## config.mk

```make
export PLATFORM = sky130hd
export DESIGN_NAME = tach_speed_deadband_control_unit
export DESIGN_NICKNAME = d
export VERILOG_FILES = /design/src/tsdc_pkg.sv /design/src/tach_speed_deadband_control_unit.sv /design/src/tsdc_div.sv /design/src/tsdc_pwr.sv
export SDC_FILE = /design/constraint.sdc
export NUM_CORES = 1
export LEC_CHECK = 0
export ABC_AREA = 1
export BUFFER_PORTS_ARGS = -buffer_cell sky130_fd_sc_hd__buf_2
export CORE_ASPECT_RATIO = 1.75
export CORE_MARGIN = 4
export CORE_UTILIZATION = 50
export DETAILED_ROUTE_END_ITERATION = 16
export HOLD_SLACK_MARGIN = 0.02
export PLACE_DENSITY = 0.67
export REMOVE_ABC_BUFFERS = 1
export SLEW_MARGIN = 20
export SYNTH_ARGS = -nofsm -noshare
export SYNTH_HDL_FRONTEND = slang
export SYNTH_SLANG_ARGS = --single-unit
```

## constraint.sdc

```tcl
create_clock -name clk -period 7.8 [get_ports clk]
set_input_delay 0.39 -clock clk [delete_from_list [all_inputs] [get_ports clk]]
set_output_delay 0.39 -clock clk [all_outputs]
set_load 0.005 [all_outputs]
```

## src/tsdc_pkg.sv

```systemverilog
// ----------------------------------------------------------------------------
// tsdc_pkg: shared definitions for the tachometer speed control
// Field widths, register indexes, reset values, status codes and the
// configuration bundle used by the control, divider and power modules.
// ----------------------------------------------------------------------------
package tsdc_pkg;

    // Field widths
    localparam int SAMPLE_W   = 10;
    localparam int TIME_W     = 32;
    localparam int RPM_W      = 16;
    localparam int DRIVE_W    = 8;
    localparam int STATUS_W   = 2;
    localparam int POWER_W    = 9;
    localparam int STEP_W     = 9;
    localparam int CFG_IDX_W  = 2;
    localparam int CFG_DATA_W = 16;

    // Divider: constant dividend, one quotient bit per cycle
    localparam int NUM_W = 26;
    localparam int CNT_W = $clog2(NUM_W + 1);
    localparam logic [NUM_W-1:0] RPM_NUMERATOR = NUM_W'(60000000);

    // Power limits in half units
    localparam logic [POWER_W-1:0] INIT_POWER_HALVES = POWER_W'(200);
    localparam int POWER_MAX_HALVES = 510;
    localparam int POWER_MIN_HALVES = 2;

    // Configuration reset values
    localparam logic [SAMPLE_W-1:0] THRESHOLD_RST = SAMPLE_W'(600);
    localparam logic [RPM_W-1:0]    TARGET_RST    = RPM_W'(1500);
    localparam logic [RPM_W-1:0]    DEADBAND_RST  = RPM_W'(100);
    localparam logic [STEP_W-1:0]   STEP_RST      = STEP_W'(1);

    // Register indexes
    typedef enum logic [CFG_IDX_W-1:0] {
        CFG_THRESHOLD = 2'd0,
        CFG_TARGET    = 2'd1,
        CFG_DEADBAND  = 2'd2,
        CFG_STEP      = 2'd3
    } cfg_idx_t;

    // Result status codes
    typedef enum logic [STATUS_W-1:0] {
        ST_NORMAL      = 2'd0,
        ST_CLAMP_HIGH  = 2'd1,
        ST_CLAMP_ZERO  = 2'd2,
        ST_ZERO_PERIOD = 2'd3
    } status_t;

    // Configuration bundle
    typedef struct packed {
        logic [SAMPLE_W-1:0] threshold;
        logic [RPM_W-1:0]    target_rpm;
        logic [RPM_W-1:0]    deadband;
        logic [STEP_W-1:0]   step_halves;
    } cfg_t;

    // Divider handshake
    typedef struct packed {
        logic busy;
        logic done;
    } div_stat_t;

endpackage

```

## src/tach_speed_deadband_control_unit.sv

```systemverilog
// ----------------------------------------------------------------------------
// tach_speed_deadband_control_unit: tachometer speed control with deadband
// Detects marks in the sensor stream, measures the period between a pair of
// marks, turns it into rpm with a serial divider and steps motor power.
// ----------------------------------------------------------------------------
//  channel  signals                         direction  role
//  in       in_valid/in_ready, sample,      sink       sensor sample request
//           time_us
//  out      out_valid/out_ready, rpm,       source     measurement result
//           drive, status
//  cfg      cfg_we, cfg_index, cfg_data     sink       register write
//
// A sample that closes no measurement is handled in its accept alone; a zero
// period goes from the accept straight to the output load. A measurement
// runs the accept, the bit-serial divider (one quotient bit per cycle),
// the quotient take, the power update and a load once the output is free.
// in_ready is high only while no request is in work; the result register
// lets the next request in while a result waits on out_ready.
// Reset is asynchronous, active low: armed, no first mark, power 100.
// ----------------------------------------------------------------------------
module tach_speed_deadband_control_unit (
    input  logic                              clk,
    input  logic                              rst_n,
    input  logic                              in_valid,
    output logic                              in_ready,
    input  logic [tsdc_pkg::SAMPLE_W-1:0]     sample,
    input  logic [tsdc_pkg::TIME_W-1:0]       time_us,
    output logic                              out_valid,
    input  logic                              out_ready,
    output logic [tsdc_pkg::RPM_W-1:0]        rpm,
    output logic [tsdc_pkg::DRIVE_W-1:0]      drive,
    output logic [tsdc_pkg::STATUS_W-1:0]     status,
    input  logic                              cfg_we,
    input  logic [tsdc_pkg::CFG_IDX_W-1:0]    cfg_index,
    input  logic [tsdc_pkg::CFG_DATA_W-1:0]   cfg_data
);

    typedef enum logic [1:0] {
        S_IDLE,
        S_DIV,
        S_PWR,
        S_LOAD
    } state_t;

    state_t                          state_reg;
    tsdc_pkg::cfg_t                  cfg_reg;
    logic                            armed_reg;
    logic                            have_first_reg;
    logic [tsdc_pkg::TIME_W-1:0]     first_mark_reg;
    logic                            zero_reg;
    logic [tsdc_pkg::RPM_W-1:0]      res_rpm_reg;
    logic                            out_valid_reg;
    logic [tsdc_pkg::RPM_W-1:0]      rpm_reg;
    logic [tsdc_pkg::DRIVE_W-1:0]    drive_reg;
    tsdc_pkg::status_t               status_reg;

    logic                            accept;
    logic                            is_above;
    logic                            is_mark;
    logic [tsdc_pkg::TIME_W-1:0]     period;
    logic                            zero_period;
    logic                            div_start;
    logic                            load_res;
    tsdc_pkg::div_stat_t             div_stat;
    logic [tsdc_pkg::NUM_W-1:0]      div_quot;
    logic [tsdc_pkg::RPM_W-1:0]      rpm_sat;
    logic [tsdc_pkg::POWER_W-1:0]    pwr_power;
    tsdc_pkg::status_t               pwr_status;

    // Classify the incoming sample
    always_comb
    begin
        accept      = in_valid && in_ready;
        is_above    = sample > cfg_reg.threshold;
        is_mark     = (sample < cfg_reg.threshold) && armed_reg;
        period      = time_us - first_mark_reg;
        zero_period = (period == '0);
        div_start   = accept && is_mark && have_first_reg && !zero_period;
    end

    // Load the result once the output register is free
    assign load_res = (state_reg == S_LOAD) && (!out_valid_reg || out_ready);

    // Saturate the quotient to the rpm range
    assign rpm_sat = (div_quot[tsdc_pkg::NUM_W-1:tsdc_pkg::RPM_W] != '0)
                     ? '1 : div_quot[tsdc_pkg::RPM_W-1:0];

    // Configuration registers
    always_ff @(posedge clk or negedge rst_n)
    begin
        if (!rst_n)
        begin
            cfg_reg.threshold   <= tsdc_pkg::THRESHOLD_RST;
            cfg_reg.target_rpm  <= tsdc_pkg::TARGET_RST;
            cfg_reg.deadband    <= tsdc_pkg::DEADBAND_RST;
            cfg_reg.step_halves <= tsdc_pkg::STEP_RST;
        end
        else if (cfg_we)
        begin
            unique case (tsdc_pkg::cfg_idx_t'(cfg_index))
                tsdc_pkg::CFG_THRESHOLD: cfg_reg.threshold   <= cfg_data[tsdc_pkg::SAMPLE_W-1:0];
                tsdc_pkg::CFG_TARGET:    cfg_reg.target_rpm  <= cfg_data[tsdc_pkg::RPM_W-1:0];
                tsdc_pkg::CFG_DEADBAND:  cfg_reg.deadband    <= cfg_data[tsdc_pkg::RPM_W-1:0];
                tsdc_pkg::CFG_STEP:      cfg_reg.step_halves <= cfg_data[tsdc_pkg::STEP_W-1:0];
                default: ;
            endcase
        end
    end

    // Sequencer: mark detection, divide, power update, output load
    always_ff @(posedge clk or negedge rst_n)
    begin
        if (!rst_n)
        begin
            state_reg      <= S_IDLE;
            armed_reg      <= 1'b1;
            have_first_reg <= 1'b0;
            first_mark_reg <= '0;
            zero_reg       <= 1'b0;
            res_rpm_reg    <= '0;
            out_valid_reg  <= 1'b0;
            rpm_reg        <= '0;
            drive_reg      <= '0;
            status_reg     <= tsdc_pkg::ST_NORMAL;
        end
        else
        begin
            // Raise valid on a load, drop the result once taken
            if (load_res)
            begin
                out_valid_reg <= 1'b1;
            end
            else if (out_valid_reg && out_ready)
            begin
                out_valid_reg <= 1'b0;
            end

            unique case (state_reg)
                S_IDLE:
                begin
                    if (accept)
                    begin
                        priority if (is_above)
                        begin
                            armed_reg <= 1'b1;
                        end
                        else if (is_mark)
                        begin
                            armed_reg <= 1'b0;
                            if (!have_first_reg)
                            begin
                                have_first_reg <= 1'b1;
                                first_mark_reg <= time_us;
                            end
                            else
                            begin
                                have_first_reg <= 1'b0;
                                if (zero_period)
                                begin
                                    zero_reg    <= 1'b1;
                                    res_rpm_reg <= '0;
                                    state_reg   <= S_LOAD;
                                end
                                else
                                begin
                                    zero_reg  <= 1'b0;
                                    state_reg <= S_DIV;
                                end
                            end
                        end
                    end
                end
                S_DIV:
                begin
                    if (div_stat.done)
                    begin
                        res_rpm_reg <= rpm_sat;
                        state_reg   <= S_PWR;
                    end
                end
                S_PWR:
                begin
                    state_reg <= S_LOAD;
                end
                S_LOAD:
                begin
                    // Hold until the output register is free
                    if (load_res)
                    begin
                        rpm_reg       <= res_rpm_reg;
                        drive_reg     <= pwr_power[tsdc_pkg::POWER_W-1:1];
                        status_reg    <= zero_reg ? tsdc_pkg::ST_ZERO_PERIOD : pwr_status;
                        state_reg     <= S_IDLE;
                    end
                end
                default:
                begin
                    state_reg <= S_IDLE;
                end
            endcase
        end
    end

    tsdc_div u_div (
        .clk     (clk),
        .rst_n   (rst_n),
        .start   (div_start),
        .divisor (period),
        .stat    (div_stat),
        .quot    (div_quot)
    );

    tsdc_pwr u_pwr (
        .clk    (clk),
        .rst_n  (rst_n),
        .update (state_reg == S_PWR),
        .rpm    (res_rpm_reg),
        .cfg    (cfg_reg),
        .power  (pwr_power),
        .status (pwr_status)
    );

    assign in_ready  = (state_reg == S_IDLE);
    assign out_valid = out_valid_reg;
    assign rpm       = rpm_reg;
    assign drive     = drive_reg;
    assign status    = status_reg;

    // The divider runs for the whole divide phase
    a_div_in_phase: assert property (@(posedge clk) disable iff (!rst_n)
        (state_reg == S_DIV) |-> div_stat.busy || div_stat.done)
        else $error("divide phase without a running divider");

    // A new result appears only from the load step
    a_result_from_load: assert property (@(posedge clk) disable iff (!rst_n)
        $rose(out_valid_reg) |-> $past(state_reg == S_LOAD))
        else $error("result loaded outside the load step");

endmodule

```

## src/tsdc_div.sv

```systemverilog
// ----------------------------------------------------------------------------
// tsdc_div: bit-serial restoring divider
// Divides the constant rpm numerator by the measured period, shifting the
// dividend in one bit and the quotient out one bit per cycle.
// ----------------------------------------------------------------------------
module tsdc_div (
    input  logic                              clk,
    input  logic                              rst_n,
    input  logic                              start,
    input  logic [tsdc_pkg::TIME_W-1:0]       divisor,
    output tsdc_pkg::div_stat_t               stat,
    output logic [tsdc_pkg::NUM_W-1:0]        quot
);

    logic [tsdc_pkg::TIME_W-1:0]  rem_reg;
    logic [tsdc_pkg::TIME_W-1:0]  div_reg;
    logic [tsdc_pkg::NUM_W-1:0]   num_reg;
    logic [tsdc_pkg::NUM_W-1:0]   quot_reg;
    logic [tsdc_pkg::CNT_W-1:0]   cnt_reg;
    logic                         done_reg;

    logic [tsdc_pkg::TIME_W:0]    trial;
    logic [tsdc_pkg::TIME_W:0]    diff;
    logic                         fits;

    // Trial subtract of the shifted remainder
    always_comb
    begin
        trial = {rem_reg, num_reg[tsdc_pkg::NUM_W-1]};
        diff  = trial - {1'b0, div_reg};
        fits  = (trial >= {1'b0, div_reg});
    end

    // Load on start, then advance one quotient bit per cycle
    always_ff @(posedge clk or negedge rst_n)
    begin
        if (!rst_n)
        begin
            cnt_reg  <= '0;
            done_reg <= 1'b0;
        end
        else if (start)
        begin
            cnt_reg  <= tsdc_pkg::CNT_W'(tsdc_pkg::NUM_W);
            done_reg <= 1'b0;
        end
        else if (cnt_reg != '0)
        begin
            cnt_reg  <= cnt_reg - 1'b1;
            done_reg <= (cnt_reg == tsdc_pkg::CNT_W'(1));
        end
        else
        begin
            done_reg <= 1'b0;
        end
    end

    // Datapath shift registers
    always_ff @(posedge clk)
    begin
        if (start)
        begin
            rem_reg  <= '0;
            div_reg  <= divisor;
            num_reg  <= tsdc_pkg::RPM_NUMERATOR;
            quot_reg <= '0;
        end
        else if (cnt_reg != '0)
        begin
            rem_reg  <= fits ? diff[tsdc_pkg::TIME_W-1:0] : trial[tsdc_pkg::TIME_W-1:0];
            num_reg  <= {num_reg[tsdc_pkg::NUM_W-2:0], 1'b0};
            quot_reg <= {quot_reg[tsdc_pkg::NUM_W-2:0], fits};
        end
    end

    assign stat.busy = (cnt_reg != '0);
    assign stat.done = done_reg;
    assign quot      = quot_reg;

    // A start always leads to a busy divider
    a_start_busy: assert property (@(posedge clk) disable iff (!rst_n)
        start |=> stat.busy)
        else $error("divider not busy after start");

    // Done follows the last busy cycle
    a_done_after_busy: assert property (@(posedge clk) disable iff (!rst_n)
        stat.done |-> !stat.busy && $past(stat.busy))
        else $error("divider done without a finished run");

endmodule

```

## src/tsdc_pwr.sv

```systemverilog
// ----------------------------------------------------------------------------
// tsdc_pwr: power stepping with deadband and clamping
// Holds power in half units and steps it once per measurement, down when
// speed is below the band and up when above, then clamps to its range.
// ----------------------------------------------------------------------------
module tsdc_pwr (
    input  logic                          clk,
    input  logic                          rst_n,
    input  logic                          update,
    input  logic [tsdc_pkg::RPM_W-1:0]    rpm,
    input  tsdc_pkg::cfg_t                cfg,
    output logic [tsdc_pkg::POWER_W-1:0]  power,
    output tsdc_pkg::status_t             status
);

    logic [tsdc_pkg::POWER_W-1:0]  power_reg;
    logic [tsdc_pkg::POWER_W-1:0]  power_next;
    tsdc_pkg::status_t             status_reg;
    tsdc_pkg::status_t             status_next;

    logic signed [tsdc_pkg::RPM_W+1:0] band_lo;
    logic        [tsdc_pkg::RPM_W:0]   band_hi;
    logic                              below;
    logic                              above;
    logic signed [tsdc_pkg::POWER_W+1:0] stepped;

    // Compare against the band without wrapping, step and clamp
    always_comb
    begin
        band_lo = $signed({2'b00, cfg.target_rpm}) - $signed({2'b00, cfg.deadband});
        band_hi = {1'b0, cfg.target_rpm} + {1'b0, cfg.deadband};
        below   = $signed({2'b00, rpm}) < band_lo;
        above   = {1'b0, rpm} > band_hi;

        stepped = $signed({2'b00, power_reg});
        if (below)
        begin
            stepped = stepped - $signed({2'b00, cfg.step_halves});
        end
        else if (above)
        begin
            stepped = stepped + $signed({2'b00, cfg.step_halves});
        end

        status_next = tsdc_pkg::ST_NORMAL;
        power_next  = stepped[tsdc_pkg::POWER_W-1:0];
        if (stepped > $signed((tsdc_pkg::POWER_W+2)'(tsdc_pkg::POWER_MAX_HALVES)))
        begin
            power_next  = tsdc_pkg::POWER_W'(tsdc_pkg::POWER_MAX_HALVES);
            status_next = tsdc_pkg::ST_CLAMP_HIGH;
        end
        if (stepped < $signed((tsdc_pkg::POWER_W+2)'(tsdc_pkg::POWER_MIN_HALVES)))
        begin
            power_next  = '0;
            status_next = tsdc_pkg::ST_CLAMP_ZERO;
        end
    end

    // Hold power between measurements
    always_ff @(posedge clk or negedge rst_n)
    begin
        if (!rst_n)
        begin
            power_reg  <= tsdc_pkg::INIT_POWER_HALVES;
            status_reg <= tsdc_pkg::ST_NORMAL;
        end
        else if (update)
        begin
            power_reg  <= power_next;
            status_reg <= status_next;
        end
    end

    assign power  = power_reg;
    assign status = status_reg;

    // Power stays in range and never rests at a single half unit
    a_power_range: assert property (@(posedge clk) disable iff (!rst_n)
        update |=> power_reg <= tsdc_pkg::POWER_W'(tsdc_pkg::POWER_MAX_HALVES)
                   && power_reg != tsdc_pkg::POWER_W'(1))
        else $error("power out of range after update");

endmodule
```

==> flow_summary.toml, run 1 <==
[global_route]
grt_overflow = 0
antenna_found_initial = 0
track_usage_pct = 23.5
grt_first_pass_wirelength_mm = 72.1
grt_pass1_vias = 15000
grt_max_degree = 80

[finish]
final_area_mm2 = 0.0190
mostFrequentLayoutCell = "nand2_1"
layout-drive-gt1-share_pct = 10.8
nFillCells = 3358
finalNetCount = 2566
regArea_mm2 = 0.00621
diodes = 0
largest_register_ffs = 51
layout_common_cells = "nand2_1 (615), inv_1 (287), o21ai_0 (187)"
layout.cells.non_filler = 2808
multi_input_area_mm2 = 0.00959
syn_to_final_growth_pct = 10.2

[clock_network]
cts_buffers = 27
cts_tree = "done"
clock_sinks = 256
clk_path_buf_depth = 3
clk_pin_slew_worst_paths_ns = 0.07
htree_levels = 1
cts_root_buffer = "clkbuf_16"
clk_latency_ns = 0.57

[sta]
layout_min_cycle_time_ns = 5.53
worst_pin_slew_ns = 1.01
fmaxAchievable_mhz = 181
slew_violations = 0
rsz0062_at_grt = "no"
period_share_pct = 70.9
hold_viol_final = 0
setup_tns_ns = 0
clock_skew_ns = 0.0206
setup_viol = 0
maxSlewHeadroom_pct = 32.4

[yosys]
yosys.area.top_type_share_pct = 18.8
synth_edf_count = 32
ys_ff_latch = 256
synth_cell_types = 54
synthFlopType = "dfrtp_1"
syn_inst = 2268
netlist_area_mm2 = 0.0172
synth_seq_area_share_pct = 36.1
synth.area.top_cells = "dfrtp_1 (19%), nand2_1 (13%), ha_1 (12%), dfxtp_1 (8.8%), inv_1 (6.3%)"
avgSynthCellArea_um2 = 7.58
async_flop_share_pct = 57.8
yosysWarnings = 0
yosys.area.top_type = "dfrtp_1"

[setup_path]
slowest_delay_ns = 0.56
r2r-start = "cfg_reg[11]$_DFFE_PN1P_"
r2r_slack_ns = 2.27
crit_start = "cfg_reg[11]$_DFFE_PN1P_"
critPathBufInv = 4
crit_path_max_fanout = 20
path_depth = 29
critPathCaptureType = "flop"
cp_top_family = "compound AO/OA/AOI/OAI gates"
crit_top_cell = "nand2_1"
critPathLaunchType = "flop"
slowest_stage = "nand3_1"
path_class = "reg2reg"
reg2reg_to = "u_pwr.power[8]$_DFFE_PN0P_"
reg2regPathDepth = 29
cp.arrival_ns = 5.97
critPathRequiredTime_ns = 8.24
crit_path_end = "u_pwr.power[8]$_DFFE_PN0P_"

[floorplan]
start_util_pct = 50.8
io_pins = 93
die_y_um = 253
coreArea_mm2 = 0.0339
rows = 89
die_area_mm2 = 0.0375
fp.dieW_um = 148

[min_path]
min_path_cells = 3
holdCritStartpoint = "time_us[9]"
min_path_type = "in2reg"

[routing]
wl_per_cell_um = 16.0
vias = 15100
drt_pass1_iterations = 5
viasPerCell = 5.39
wirelength_mm = 44.8
antenna_left = 0
drc = 0
drt_iter0_drc = 644

[placement]
port_buffers = 92
dpl.hpwl_mm = 34.2
placed_cell_area_mm2 = 0.0180
gp_congestion = 0.965
dpl.cell_count = 2758

[job]
max_cap_violations = 0

[run_status]
status = "finished clean"

[pwr]
p_leak_nw = 9.41
irDropWorstVdd_mv = 0.253
p_per_area_mw_per_mm2 = 412
-- tightest hold or removal path, delay by kind of cell --
| family | cells | cell delay (ns) |
|---|---|---|
| buffers and inverters | 1 | 0.09 |
| and+or+nand+nor | 1 | 0.04 |
| AOI/OAI and AO/OA | 1 | 0.06 |
-- metrics by stage --
| stage | utilization, % | power [mW] | setup slack, ns | hold WS, ns |
|---|---|---|---|---|
| 2_1_floorplan | - | 5.35 | 2.21 | 0.0944 |
| 3_3_place_gp | 53.2 | 6.38 | 2.55 | 0.449 |
| 3_5_place_dp | 53.2 | 6.48 | 2.33 | 0.457 |
| 4_1_cts | 55.9 | 7.85 | 2.28 | 0.0323 |
| 5_1_grt | 56.0 | 8.51 | 1.76 | 0.0658 |
| 6_report | 56.0 | 7.82 | 2.27 | 0.0604 |
-- kinds of logic after synthesis --
kind of cell / share of synthesized area (%)
flops: 36.1
simple gates: 22.9
compound gates: 16.9
fa+ha+maj: 12.4
xor+xnor: 3.41
buf+inv: 8.24
-- worst min path at each step --
| stage | slack (ns) | end |
|---|---|---|
| floorplan | 0.09 | cfg_reg[10]$_DFFE_PN0P_ |
| finish | 0.06 | first_mark_reg[9]$_DFFE_PN0P_ |
| CTS | 0.03 | first_mark_reg[8]$_DFFE_PN0P_ |
| global placement | 0.45 | cfg_reg[39]$_DFFE_PN0P_ |
| global route | 0.07 | first_mark_reg[5]$_DFFE_PN0P_ |
| detailed placement | 0.46 | cfg_reg[39]$_DFFE_PN0P_ |
-- timing repair --
action	in CTS	in global routing
hold endpoints to repair	73	0
setup endpoints to repair	0	0
buffers inserted	0	0
hold buffers	1	0
resized for setup	0	0
-- report_power, final --
group	internal, mW	leakage, nW	switching (mW)
logic	1.58	6.21	2.68
clock network	0.751	0.449	0.572
registers	1.91	2.75	0.331
total	4.24	9.41	3.58
-- synth_stat cells, drive strengths merged (32+ instances only) --
master / count
nand2: 628
inv: 293
o21ai: 195
a21oi: 179
ha: 161
nor2: 135
dfrtp: 129
dfxtp: 76
nand3: 66
xor2: 50
clkbuf: 46
a31oi: 39
nand4: 38
edfxtp: 32
-- layout make-up --
class                      count  share of cell area [%]
multi-input combinational   1651                    50.6
sequential                   256                    32.8
inverter                     295                    5.85
clock buffer                  35                    4.16
timing repair buffer         103                    3.02
tap                          455                    3.00
clock inverter                13                   0.614
-- routing by layer --
layer | part of all wire, % | vias up | track usage [%]
met2 | 54 | 339 | 46.8
met3 | 3.4 | 145 | 2.42
li1 | - | 7614 | -
met1 | 36 | 7038 | 23.1
met5 | 0 | - | 0
met4 | 6.2 | 0 | 13.3
No activity file was read; power rests on OpenSTA's default activity.
==> inputs of run 2 (changes only) <==
clock period = 5.7 ns   (was 7.8 ns; I/O delays follow)
==> run 2 against run 1 <==
Sequential share of layout area is 0.82 points lower; clock skew rose by 0.0053 ns; combinational power is 37% higher; worst hold slack better by 0.0056 ns; wire length fell by 0.49%; power grew 38%; non-clock buffer count grew 42; register-to-register slack worse by 1.6 ns; global-route usage up 0.47 points; setup slack worse by 1.6 ns; critical path type unchanged; largest cell class unchanged; largest power group unchanged.
==> flow_summary.toml, run 2 (same netlist as run 1, synthesis figures left out) <==
[setup_path]
slowest_stage = "dfstp_2"
cp_top_family = "compound AO/OA/AOI/OAI gates"
critPathBufInv = 6
critPathCaptureType = "flop"
cp.arrival_ns = 5.49
reg2reg_to = "u_pwr.power[8]$_DFFE_PN0P_"
crit_path_max_fanout = 20
r2r_slack_ns = 0.66
reg2regPathDepth = 30
slowest_delay_ns = 0.55
path_class = "reg2reg"
critPathRequiredTime_ns = 6.15
critPathLaunchType = "flop"
crit_top_cell = "nand2_1"
r2r-start = "cfg_reg[11]$_DFFE_PN1P_"

[sta]
layout_min_cycle_time_ns = 5.04
clock_skew_ns = 0.0260
rsz0062_at_grt = "no"
timing.hold.ws_ns = 0.0659
worst_pin_slew_ns = 1.04
period_share_pct = 88.5
setup_tns_ns = 0
fmaxAchievable_mhz = 198
hold_viol_final = 0
setup_viol = 0
slew_violations = 0
maxSlewHeadroom_pct = 30.8

[pwr]
internal_power_mw = 5.96
irDropWorstVdd_mv = 0.299
p_per_area_mw_per_mm2 = 557
p_leak_nw = 9.62
pwr-share-comb_pct = 53.8
switching_share_pct = 44.9
switching_power_mw = 4.86
pwr-share-clk_pct = 17.8
p_seq_share_pct = 28.3

[finish]
largest_register_ffs = 51
mostFrequentLayoutCell = "nand2_1"
layout-drive-gt1-share_pct = 10.7
syn_to_final_growth_pct = 13.1
final_area_mm2 = 0.0194
layout_common_cells = "nand2_1 (614), inv_1 (287), o21ai_0 (187)"
finalNetCount = 2607
diodes = 0

[placement]
placed_cell_area_mm2 = 0.0180
port_buffers = 92
dpl.hpwl_mm = 34.2
gp_congestion = 0.979

[clock_network]
clk_path_buf_depth = 3
clk_pin_slew_worst_paths_ns = 0.07
cts_buffers = 26
clock_sinks = 256
cts_root_buffer = "clkbuf_16"
htree_levels = 1
clk_latency_ns = 0.56
cts_tree = "done"

[job]
max_cap_violations = 0

[global_route]
grt_pass1_vias = 15800
grt_max_degree = 87
antenna_found_initial = 0
grt_first_pass_wirelength_mm = 74.1
use_met1_pct = 22.8
grt-busiest-layer = "met2"
grt_overflow = 0
use_met3_pct = 2.26
track_usage_pct = 24.0
use_met2_pct = 49.0

[floorplan]
rows = 89
die_y_um = 253
coreArea_mm2 = 0.0339
die_area_mm2 = 0.0375
io_pins = 93
fp.dieW_um = 148
start_util_pct = 50.8

[routing]
wirelength_mm = 44.6
viasPerCell = 5.33
wl_per_cell_um = 15.6
drt_pass1_iterations = 5
antenna_left = 0
drt_iter0_drc = 552
vias = 15200
drc = 0

[run_status]
status = "finished clean"

[min_path]
min_path_cells = 4
min_path_type = "in2reg"
min_to = "out_valid$_DFFE_PN0P_"
holdCritStartpoint = "out_ready"
[run 2: cell count changes in the layout (fill, tap and decap cells not counted)]
cell,change
clkinv_2,-5
bufinv_16,+3
nand2_2,+1
clkinv_8,-1
inv_4,+2
buf_4,+3
nand2_1,-1
inv_6,+4
dlygate4sd3_1,+39
clkinv_4,-3
[run 2: worst max path at each step]
stage,cells after the start,to,from
after floorplan,7,u_div.rem_reg[17]$_SDFFE_PP0P_,u_div.cnt_reg[0]$_DFFE_PN0P_
after global placement,34,u_pwr.power[8]$_DFFE_PN0P_,cfg_reg[10]$_DFFE_PN0P_
after detailed placement,30,u_pwr.power[8]$_DFFE_PN0P_,cfg_reg[11]$_DFFE_PN1P_
after CTS,30,u_pwr.power[8]$_DFFE_PN0P_,cfg_reg[11]$_DFFE_PN1P_
after global routing,31,u_pwr.power[1]$_DFFE_PN0P_,cfg_reg[11]$_DFFE_PN1P_
final,30,u_pwr.power[8]$_DFFE_PN0P_,cfg_reg[11]$_DFFE_PN1P_
[run 2: area by class of cell]
cell class / count / area, um2
flip-flops and latches: 256 / 6210
clock buffers: 35 / 790
clock inverters: 13 / 186
repair buffers: 145 / 985
inverters: 295 / 1110
multi-input cells: 1651 / 9590
fillers: 3282 / 14400
well taps: 455 / 569
[run 2: timing repair]
action                                  CTS  global route
hold buffers                             40             0
gates resized for setup                   0             1
endpoints found under the hold margin   123             0
endpoints found under the setup margin    0             3
buffers inserted                          0             0
[run 2: worst reg2reg max path: cells and delay by family (launching register included)]
family          cells  cell delay, ns
compound gates      7            1.69
xor+xnor            1            0.10
fa+ha+maj           2            0.72
buf+inv             6            0.68
flops               1            0.55
simple gates       14            1.21
[run 2: metrics by stage]
step	utilization [%]	setup WS, ns	instances	power [mW]
2_1_floorplan	-	0.111	2202	7.32
5_1_grt	57.4	0.00708	2850	11.8
3_5_place_dp	53.3	0.699	2761	8.86
3_3_place_gp	53.3	0.751	2761	8.74
4_1_cts	57.3	0.667	2849	10.9
6_report	57.4	0.658	2850	10.8
[run 2: routing by layer]
layer / routed length, um / share of wire, %
met2: 24800 / 56
met3: 1290 / 2.9
met4: 2680 / 6.0
met1: 15800 / 35
met5: 0 / 0
[run 2: power groups by stage]
stage	Combinational, mW	Sequential [mW]	Clock [mW]
global placement	5.66	3.08	0
floorplan	4.36	2.96	0
global route	6.64	3.15	2.04
finish	5.83	3.07	1.93
CTS	5.83	3.07	1.98
detailed placement	5.76	3.10	0
